## config.mk

```make
export PLATFORM = sky130hd
export DESIGN_NAME = rbad_ctrl
export DESIGN_NICKNAME = d
export VERILOG_FILES = /design/src/rtl/rbad_pkg.sv /design/src/rtl/rbad_ctrl.sv
export SDC_FILE = /design/constraint.sdc
export NUM_CORES = 1
export LEC_CHECK = 0
export BUFFER_PORTS_ARGS = -buffer_cell sky130_fd_sc_hd__buf_2
export CORE_AREA = 5 5 42 44
export CTS_BUF_LIST = sky130_fd_sc_hd__clkbuf_4 sky130_fd_sc_hd__clkbuf_8 sky130_fd_sc_hd__clkbuf_16
export CTS_CLUSTER_DIAMETER = 60
export DETAILED_ROUTE_END_ITERATION = 10
export DIE_AREA = 0 0 47 49
export RECOVER_POWER = 50
export SYNTH_ARGS = -nofsm -noshare
export SYNTH_HDL_FRONTEND = slang
export SYNTH_SLANG_ARGS = --single-unit
```

## constraint.sdc

```tcl
create_clock -name clk -period 1.6 [get_ports clk]
set_input_delay 0.32 -clock clk [delete_from_list [all_inputs] [get_ports clk]]
set_output_delay 0.32 -clock clk [all_outputs]
set_load 0.005 [all_outputs]
```

## src/rtl/rbad_pkg.sv

```systemverilog
// Shared constants and types for the RGB block average downscaler.
// No dependencies.
package rbad_pkg;
  localparam int MAX_WIDTH_DEF = 2048;
  localparam int MAX_BLOCK_DEF = 64;
  localparam int MAX_HEIGHT    = 4096;
  localparam int SUM_W         = 20;
  localparam int PIX_W         = 8;

  localparam logic [1:0] REG_IMAGE_WIDTH  = 2'd0;
  localparam logic [1:0] REG_IMAGE_HEIGHT = 2'd1;
  localparam logic [1:0] REG_BLOCK_WIDTH  = 2'd2;
  localparam logic [1:0] REG_BLOCK_HEIGHT = 2'd3;

  // controller to datapath
  typedef struct packed {
    logic load;      // accept pixel into datapath regs
    logic mem_rd;    // issue accumulator read
    logic acc_wr;    // add and write back
    logic div_start; // begin divisions
    logic div_step;  // one divider step
    logic out_load;  // move quotients to output reg
  } rbad_cmd_t;

  // datapath to controller
  typedef struct packed {
    logic in_full;   // pixel lies inside a full block
    logic last_pix;  // pixel closes a block
    logic div_done;
  } rbad_sts_t;
endpackage

```

## src/rtl/rbad_ctrl.sv

```systemverilog
// Sequencer for the downscaler: pixel accept, read, update, divide, emit.
// Depends on rbad_pkg.
module rbad_ctrl (
  input  logic                clk,
  input  logic                rst,
  input  logic                valid,
  output logic                stall,
  output logic                out_valid,
  input  logic                out_stall,
  input  rbad_pkg::rbad_sts_t sts,
  output rbad_pkg::rbad_cmd_t cmd
);
  typedef enum logic [2:0] {S_IDLE, S_READ, S_ACC, S_DIV, S_OUT} state_t;
  state_t state;

  // accept only in idle; a waiting output word is held off in S_OUT
  assign stall = (state != S_IDLE);

  always_comb begin
    cmd = '0;
    cmd.load      = (state == S_IDLE) && valid;
    cmd.mem_rd    = (state == S_READ);
    cmd.acc_wr    = (state == S_ACC);
    cmd.div_start = (state == S_ACC) && sts.last_pix;
    cmd.div_step  = (state == S_DIV) && !sts.div_done;
    cmd.out_load  = (state == S_OUT) && !(out_valid && out_stall);
  end

  // hold state and the output valid flag
  always_ff @(posedge clk) begin
    if (rst) begin
      state <= S_IDLE;
      out_valid <= 1'b0;
    end else begin
      if (cmd.out_load) out_valid <= 1'b1;
      else if (out_valid && !out_stall) out_valid <= 1'b0;
      case (state)
        S_IDLE: if (valid) state <= S_READ;
        S_READ: state <= sts.in_full ? S_ACC : S_IDLE;
        S_ACC:  state <= sts.last_pix ? S_DIV : S_IDLE;
        S_DIV:  if (sts.div_done) state <= S_OUT;
        S_OUT:  if (cmd.out_load) state <= S_IDLE;
        default: state <= S_IDLE;
      endcase
    end
  end
endmodule

```

==> reports/qor.log, run 1 <==
qor: final_layout.final_area 385 um^2
qor: setup_path.setup.worst_path.start state[2]
qor: sta.fin_hold_ws 0.278 ns
qor: logic_synthesis.synth_largest_area_cell sky130_fd_sc_hd__dfxtp_1
qor: routing.drt_wl_total 650 um
qor: sta.period_utilization_post_route 95.5%
qor: final_layout.layout-drive-gt1-share 41.2%
qor: routing.viasPerCell 4.34
qor: clocking.postCtsSetupRepairBufs 0
qor: power.power.static_leakage 0.185 nW
qor: sta.unrepaired_setup_endpoints_after_global_routing no
qor: place.gpl.final_weighted_congestion 0.674
qor: final_layout.design.final.nets 60
qor: global_route.grt_start_max_net_pins 10
qor: floorplan.floorplan.initialDensity 20.3%
qor: clocking.cts_root_buffer sky130_fd_sc_hd__clkbuf_4
qor: floorplan.placeableCoreArea 0.00140 mm^2
qor: setup_path.crit_path_max_incr_delay 0.40 ns
qor: place.port_buffers 14
qor: setup_path.worst-path-max-fanout 9
qor: sta.final-setup-viol-count 0
qor: clocking.cts_max_path_buffers 2
qor: setup_path.timing.critical_path.arrival 1.21 ns
qor: floorplan.rows 14
qor: sta.timing.max_slew.rel_slack 79.9%
qor: sta.tightest_slew 0.300 ns
qor: hold_path.worstHoldStart rst
qor: sta.final-max-slew-violation-count 0
qor: sta.fmaxAchievable 655 MHz
qor: logic_synthesis.post_synth_inst_count 36
qor: setup_path.timing.critical_path.from_type flip-flop
qor: setup_path.cp-end-kind output port
qor: status.outcome completed
qor: routing.avgRoutedWirePerCell 9.70 um
qor: floorplan.fp.dieArea 0.00230 mm^2
qor: final_layout.diodes 0
qor: clocking.clock_tree_from_tritoncts built
qor: routing.first_iter_violations 8
qor: power.p_per_area 889 mW/mm^2
qor: logic_synthesis.yosys_warnings 0
qor: setup_path.path_cells or3_1 -> nor2_1 -> buf_2
qor: setup_path.timing.critical_path.slowest_stage_cell sky130_fd_sc_hd__or3_1
qor: place.dp.cells 64
qor: final_layout.post-route-util 27.5%
qor: routing.postRouteAntennaNets 0
qor: clocking.clk-insertion-delay-late 0.23 ns
qor: clocking.cts.sinks 4
qor: hold_path.worstHoldPathType in2reg
qor: logic_synthesis.postSynthAreaPerCell 7.89 um^2
qor: logic_synthesis.top_area_cell_type_share_of_the_netlist_area 28.2%
qor: floorplan.floorplan.io_pins 15
qor: routing.drt_pass1_iterations 3
qor: floorplan.fp.dieH 49 um
qor: logic_synthesis.yosysUniqueCellTypes 22
qor: place.placement.cell_area 362 um^2
qor: routing.detailroute.via_count 291
qor: floorplan.die_span_x 47 um
qor: sta.finalSetupTns 0 ns
qor: sta.post-route-min-period 1.53 ns
qor: final_layout.area_growth_syn_to_layout 35.7%
qor: sta.timing.clock.skew 0.00527 ns
qor: clocking.htree_num_levels 1
qor: final_layout.final_cell_count_no_fill 67
qor: job.cap_violations 0
qor: global_route.overflow 0
qor: clocking.path_clk_slew 0.03 ns
qor: clocking.tritoncts.num_buffers 3
qor: routing.detail_route.drc_violations 0
qor: global_route.vias_in_the_first_global_route 261
qor: place.post-dp-hpwl 568 um
qor: setup_path.cp.required 1.28 ns
qor: logic_synthesis.syn_nets 43
qor: logic_synthesis.synth.top_cells.by_area sky130_fd_sc_hd__dfxtp_1 28%, sky130_fd_sc_hd__a21oi_1 8.8%, sky130_fd_sc_hd__nor2_1 6.6%, sky130_fd_sc_hd__nand2b_4 4.8%, sky130_fd_sc_hd__a22oi_2 4.4%
qor: power.ir_drop_worst_vdd 0.000305 V
qor: global_route.number_of_antenna_violations_at_the_first_check_in_global_routing 0
qor: logic_synthesis.total_of_flip_flops_plus_latches_after_synthesis 4
qor: global_route.global_route_wire_length_before_repair 993 um
qor: setup_path.rr_startpoint state[1]
qor: logic_synthesis.synth-seq-area-share 28.2%
qor: setup_path.path_class reg2out
qor: sta.hold_viol_final 0
qor: global_route.grt_usage 5.99%
qor: logic_synthesis.synth_area 284 um^2
Yosys cell counts:
library cell / n
sky130_fd_sc_hd__a21oi_1: 5
sky130_fd_sc_hd__nor2_1: 5
sky130_fd_sc_hd__dfxtp_1: 4
sky130_fd_sc_hd__inv_1: 2
sky130_fd_sc_hd__nand2_1: 2
sky130_fd_sc_hd__nor3_1: 2
sky130_fd_sc_hd__a21boi_0: 1
sky130_fd_sc_hd__a21o_1: 1
sky130_fd_sc_hd__a22oi_2: 1
sky130_fd_sc_hd__a2bb2oi_1: 1
sky130_fd_sc_hd__a31o_2: 1
sky130_fd_sc_hd__and2_1: 1
sky130_fd_sc_hd__and3b_1: 1
sky130_fd_sc_hd__buf_4: 1
sky130_fd_sc_hd__clkbuf_2: 1
sky130_fd_sc_hd__nand2b_4: 1
sky130_fd_sc_hd__nor2b_1: 1
sky130_fd_sc_hd__nor3b_1: 1
sky130_fd_sc_hd__nor3b_2: 1
sky130_fd_sc_hd__o21bai_1: 1
sky130_fd_sc_hd__o31a_1: 1
sky130_fd_sc_hd__or3_1: 1
registers in the layout, summed over array words and instances (netlist names):
register / cells
state: 3
out_valid: 1
power breakdown:
part / internal [mW] / total [mW] / switching [mW]
clock: 0.0836 / 0.121 / 0.0378
sequential: 0.109 / 0.127 / 0.0182
combinational: 0.0519 / 0.0942 / 0.0423
critical path: cells and delay by family (launching register included):
family,cells,cell delay (ns)
buf+inv,1,0.11
simple gates,2,0.49
flops,1,0.38
path summary, 6_finish.rpt:
check / to / depth (start not counted) / slack [ns]
max: cmd[5] / 3 / 0.07
min reg2reg: out_valid / 2 / 0.53
max reg2reg: state[1] / 4 / 0.28
min: out_valid / 2 / 0.28
cell families (layout without fill, tap and decap cells):
family	Yosys count	after routing	synth area share, %
flip-flops	4	4	28.2
AND/OR/NAND/NOR	16	16	34.4
buffers and inverters	4	19	7.05
AO/OA/AOI/OAI	12	12	30.4
layout make-up:
cell class | instances | area, um^2
clock buffer | 3 | 22.5
fill | 162 | 1020
inverter | 2 | 7.51
multi-input combinational | 28 | 186
sequential | 4 | 80.1
tap | 16 | 20.0
timing repair buffer | 14 | 68.8
per-stage QoR:
| stage | worst slack, ns | power, mW |
|---|---|---|
| after floorplan | 0.339 | 0.187 |
| after CTS | 0.0594 | 0.349 |
| after global routing | 0.00668 | 0.365 |
| after global placement | 0.315 | 0.221 |
| final | 0.0723 | 0.342 |
| after detailed placement | 0.306 | 0.222 |
per-layer routing:
layer	global-route usage, %	part of all wire, %	up-vias
met5	0	0	-
li1	-	-	157
met1	7.47	41	125
met3	2.58	13	0
met4	4.15	0	0
met2	7.92	47	9
what timing repair did:
action                     CTS  global route
setup endpoints to repair    0             1
gates resized for setup      0             1
hold buffers                 0             0
placed cells by master, fill, tap and decap left out:
| cell type | instances |
|---|---|
| sky130_fd_sc_hd__nor2_2 | 1 |
| sky130_fd_sc_hd__dfxtp_1 | 4 |
| sky130_fd_sc_hd__inv_1 | 2 |
| sky130_fd_sc_hd__clkbuf_4 | 3 |
| sky130_fd_sc_hd__nor2b_1 | 1 |
| sky130_fd_sc_hd__nand2b_4 | 1 |
| sky130_fd_sc_hd__a31o_2 | 1 |
| sky130_fd_sc_hd__and2_1 | 1 |
| sky130_fd_sc_hd__a2bb2oi_1 | 1 |
| sky130_fd_sc_hd__or3_1 | 1 |
| sky130_fd_sc_hd__clkbuf_1 | 1 |
| sky130_fd_sc_hd__and3b_1 | 1 |
| sky130_fd_sc_hd__nand2_1 | 2 |
| sky130_fd_sc_hd__a21oi_1 | 5 |
| sky130_fd_sc_hd__a22oi_2 | 1 |
| sky130_fd_sc_hd__o31a_1 | 1 |
| sky130_fd_sc_hd__a21o_1 | 1 |
| sky130_fd_sc_hd__nor3b_1 | 1 |
| sky130_fd_sc_hd__o21bai_1 | 1 |
| sky130_fd_sc_hd__nor3b_2 | 1 |
| sky130_fd_sc_hd__a21boi_0 | 1 |
| sky130_fd_sc_hd__nor3_1 | 2 |
| sky130_fd_sc_hd__nor2_1 | 4 |
| sky130_fd_sc_hd__buf_2 | 13 |
Note: power is estimated with default switching activity, not from simulation.
==> run 2: changes to the inputs <==
CELL_PAD_IN_SITES_DETAIL_PLACEMENT = 1   (was default)
CELL_PAD_IN_SITES_GLOBAL_PLACEMENT = 2   (was default)
CORE_AREA = default   (was 5 5 42 44)
CORE_MARGIN = 5   (was default)
CORE_UTILIZATION = 20   (was default)
DIE_AREA = default   (was 0 0 47 49)
PLACE_DENSITY_LB_ADDON = 0.1   (was default)
==> reports/qor.log, run 2 (synthesis gave the netlist of run 1 again) <==
qor: routing.postRouteAntennaNets 0 [unchanged]
qor: routing.drt_pass1_iterations 1 [was 3]
qor: final_layout.top_regs state: 3 flops, out_valid: 1 flops [unchanged]
qor: sta.timing.clock.skew 0.00251 ns [was 0.00527 ns]
qor: place.port_buffers 14 [unchanged]
qor: floorplan.placeableCoreArea 0.00132 mm^2 [was 0.00140 mm^2]
qor: clocking.cts_root_buffer sky130_fd_sc_hd__clkbuf_4 [unchanged]
qor: final_layout.diodes 0 [unchanged]
qor: sta.period_utilization_post_route 94.6% [was 95.5%]
qor: final_layout.top_register state [unchanged]
qor: final_layout.final_cell_count_no_fill 66 [was 67]
qor: job.cap_violations 0 [unchanged]
qor: setup_path.cp.required 1.28 ns [about the same]
qor: hold_path.timing.hold.worst_endpoint out_valid [unchanged]
qor: final_layout.design.final.nets 60 [unchanged]
qor: sta.finalSetupTns 0 ns [unchanged]
qor: clocking.cts.sinks 4 [unchanged]
qor: sta.hold_viol_final 0 [unchanged]
qor: global_route.number_of_antenna_violations_at_the_first_check_in_global_routing 0 [unchanged]
qor: global_route.overflow 0 [unchanged]
qor: setup_path.rr_startpoint state[1] [unchanged]
qor: global_route.grt_start_max_net_pins 10 [unchanged]
qor: sta.post-route-min-period 1.51 ns [was 1.53 ns]
qor: hold_path.worstHoldStart rst [unchanged]
qor: status.outcome completed [unchanged]
qor: routing.met2RoutedLength 381 um [was 303 um]
qor: routing.first_iter_violations 0 [was 8]
qor: clocking.htree_num_levels 1 [unchanged]
qor: place.placement.cell_area 360 um^2 [was 362 um^2]
qor: routing.detail_route.drc_violations 0 [unchanged]
qor: clocking.tritoncts.num_buffers 3 [unchanged]
qor: clocking.clock_tree_from_tritoncts built [unchanged]
qor: floorplan.die_span_x 47.7 um [was 47 um]
qor: power.power.static_leakage 0.188 nW [was 0.185 nW]
qor: power.p_per_area 883 mW/mm^2 [was 889 mW/mm^2]
qor: sta.fin_hold_ws 0.288 ns [was 0.278 ns]
qor: routing.detailroute.via_count 303 [was 291]
qor: place.gpl.final_weighted_congestion 0.711 [was 0.674]
qor: floorplan.floorplan.io_pins 15 [unchanged]
qor: floorplan.floorplan.initialDensity 21.6% [was 20.3%]
qor: sta.final-setup-viol-count 0 [unchanged]
qor: sta.tightest_slew 0.225 ns [was 0.300 ns]
qor: clocking.cts_max_path_buffers 2 [unchanged]
qor: hold_path.worst_hold_path.num_cells 2 [unchanged]
qor: routing.m1WireLength 368 um [was 265 um]
qor: hold_path.worstHoldPathType in2reg [unchanged]
qor: global_route.global_route_wire_length_before_repair 1.33 mm [was 993 um]
qor: routing.avgRoutedWirePerCell 12.7 um [was 9.70 um]
qor: setup_path.timing.critical_path.from_type flip-flop [unchanged]
qor: final_layout.most_frequent_standard_cell_in_the_layout_excluding_fill_and_tap_cells sky130_fd_sc_hd__buf_2 [unchanged]
qor: final_layout.final_area 403 um^2 [was 385 um^2]
qor: routing.viasPerCell 4.59 [was 4.34]
qor: setup_path.cp-end-kind output port [unchanged]
qor: setup_path.r2r_cells 4 [unchanged]
qor: setup_path.timing.critical_path.arrival 1.19 ns [was 1.21 ns]
qor: final_layout.fillCellCount 173 [was 162]
qor: global_route.vias_in_the_first_global_route 302 [was 261]
qor: setup_path.path_class reg2out [unchanged]
qor: final_layout.layout-drive-gt1-share 49.0% [was 41.2%]
qor: routing.drt_wl_total 835 um [was 650 um]
qor: final_layout.area_growth_syn_to_layout 41.9% [was 35.7%]
qor: floorplan.fp.dieArea 0.00227 mm^2 [was 0.00230 mm^2]
qor: place.dp.cells 63 [was 64]
qor: sta.unrepaired_setup_endpoints_after_global_routing no [unchanged]
qor: sta.final-max-slew-violation-count 0 [unchanged]
qor: final_layout.largest_register_ffs 3 [unchanged]
qor: setup_path.worst-path-max-fanout 9 [unchanged]
qor: routing.routed_wire_length_on_met3 86 um [was 82 um]
qor: final_layout.layout.cells.most_common_list 12 x sky130_fd_sc_hd__buf_2, 5 x sky130_fd_sc_hd__a21oi_1, 3 x sky130_fd_sc_hd__nor2_1, 3 x sky130_fd_sc_hd__clkbuf_4 [was 13 x sky130_fd_sc_hd__buf_2, 5 x sky130_fd_sc_hd__a21oi_1, 4 x sky130_fd_sc_hd__nor2_1, 4 x sky130_fd_sc_hd__dfxtp_1, 3 x sky130_fd_sc_hd__clkbuf_4]
qor: global_route.grt_usage 8.85% [was 5.99%]
qor: clocking.path_clk_slew 0.03 ns [about the same]
qor: place.post-dp-hpwl 693 um [was 568 um]
qor: floorplan.rows 13 [was 14]
qor: sta.timing.max_slew.rel_slack 85.0% [was 79.9%]
qor: setup_path.ff2ff_setup_slack 0.39 ns [was 0.28 ns]
qor: setup_path.regToRegEndpoint state[1] [unchanged]
qor: power.total_power 356 uW [was 343 uW]
qor: clocking.postCtsSetupRepairBufs 0 [unchanged]
qor: power.ir_drop_worst_vdd 0.000364 V [was 0.000305 V]
qor: clocking.clk-insertion-delay-late 0.23 ns [about the same]
qor: routing.maxUsedRoutingLayer met3 [unchanged]
qor: floorplan.fp.dieH 47.7 um [was 49 um]
qor: sta.fmaxAchievable 661 MHz [was 655 MHz]
-- run 2: changes by cell type in the layout (fill, tap and decap cells not counted), sizes merged --
cell | before | now
buf | 13 | 12
clkbuf | 4 | 5
-- run 2: report_power, final --
part	leakage, nW	internal (mW)	switching (mW)	total [mW]
combinational	0.140	0.0589	0.0488	0.108
clock	0.0138	0.0835	0.0358	0.119
sequential	0.0341	0.109	0.0193	0.129
total	0.188	0.252	0.104	0.356
-- run 2: how the worst max path moves through the flow --
stage                     slack, ns  startpoint  cells after the start  endpoint
after floorplan                0.34    state[2]                      3    cmd[5]
after global placement         0.29    state[2]                      4  state[1]
after detailed placement       0.25    state[2]                      3    cmd[1]
after global routing           0.03    state[2]                      3    cmd[5]
after CTS                     0.003    state[0]                      4    cmd[0]
final                          0.09    state[2]                      3    cmd[5]
-- run 2: metal layers --
metal | track usage, % | vias to the layer above
met5 | 0 | -
met4 | 6.45 | 0
met3 | 3.76 | 0
li1 | - | 157
met2 | 12.4 | 9
met1 | 10.6 | 137
-- run 2: timing repair --
action,in CTS,in global routing
pin swaps,0,1
gates resized for setup,1,7
endpoints found under the setup margin,1,3
hold buffers,0,0
-- run 2: layout make-up --
type                            count  area [um^2]  share of cell area [%]
Clock buffer                        3         22.5                    5.59
Multi-Input combinational cell     28          200                    49.7
Inverter                            2         7.51                    1.86
Timing Repair Buffer               14         67.6                    16.8
Sequential cell                     4         86.3                    21.4
Tap cell                           15         18.8                    4.66
-- run 2: through the flow --
| stage | util, % | setup slack (ns) |
|---|---|---|
| after global routing | 30.6 | 0.0303 |
| after CTS | 29.5 | 0.00323 |
| after floorplan | - | 0.339 |
| after global placement | 27.4 | 0.289 |
| final | 30.6 | 0.0864 |
| after detailed placement | 27.4 | 0.251 |
-- run 2: critical path, stage by stage (launching register included) --
cell	delay, ns
sky130_fd_sc_hd__dfxtp_4	0.36
sky130_fd_sc_hd__or3_4	0.39
sky130_fd_sc_hd__nor2_2	0.10
sky130_fd_sc_hd__buf_2	0.11
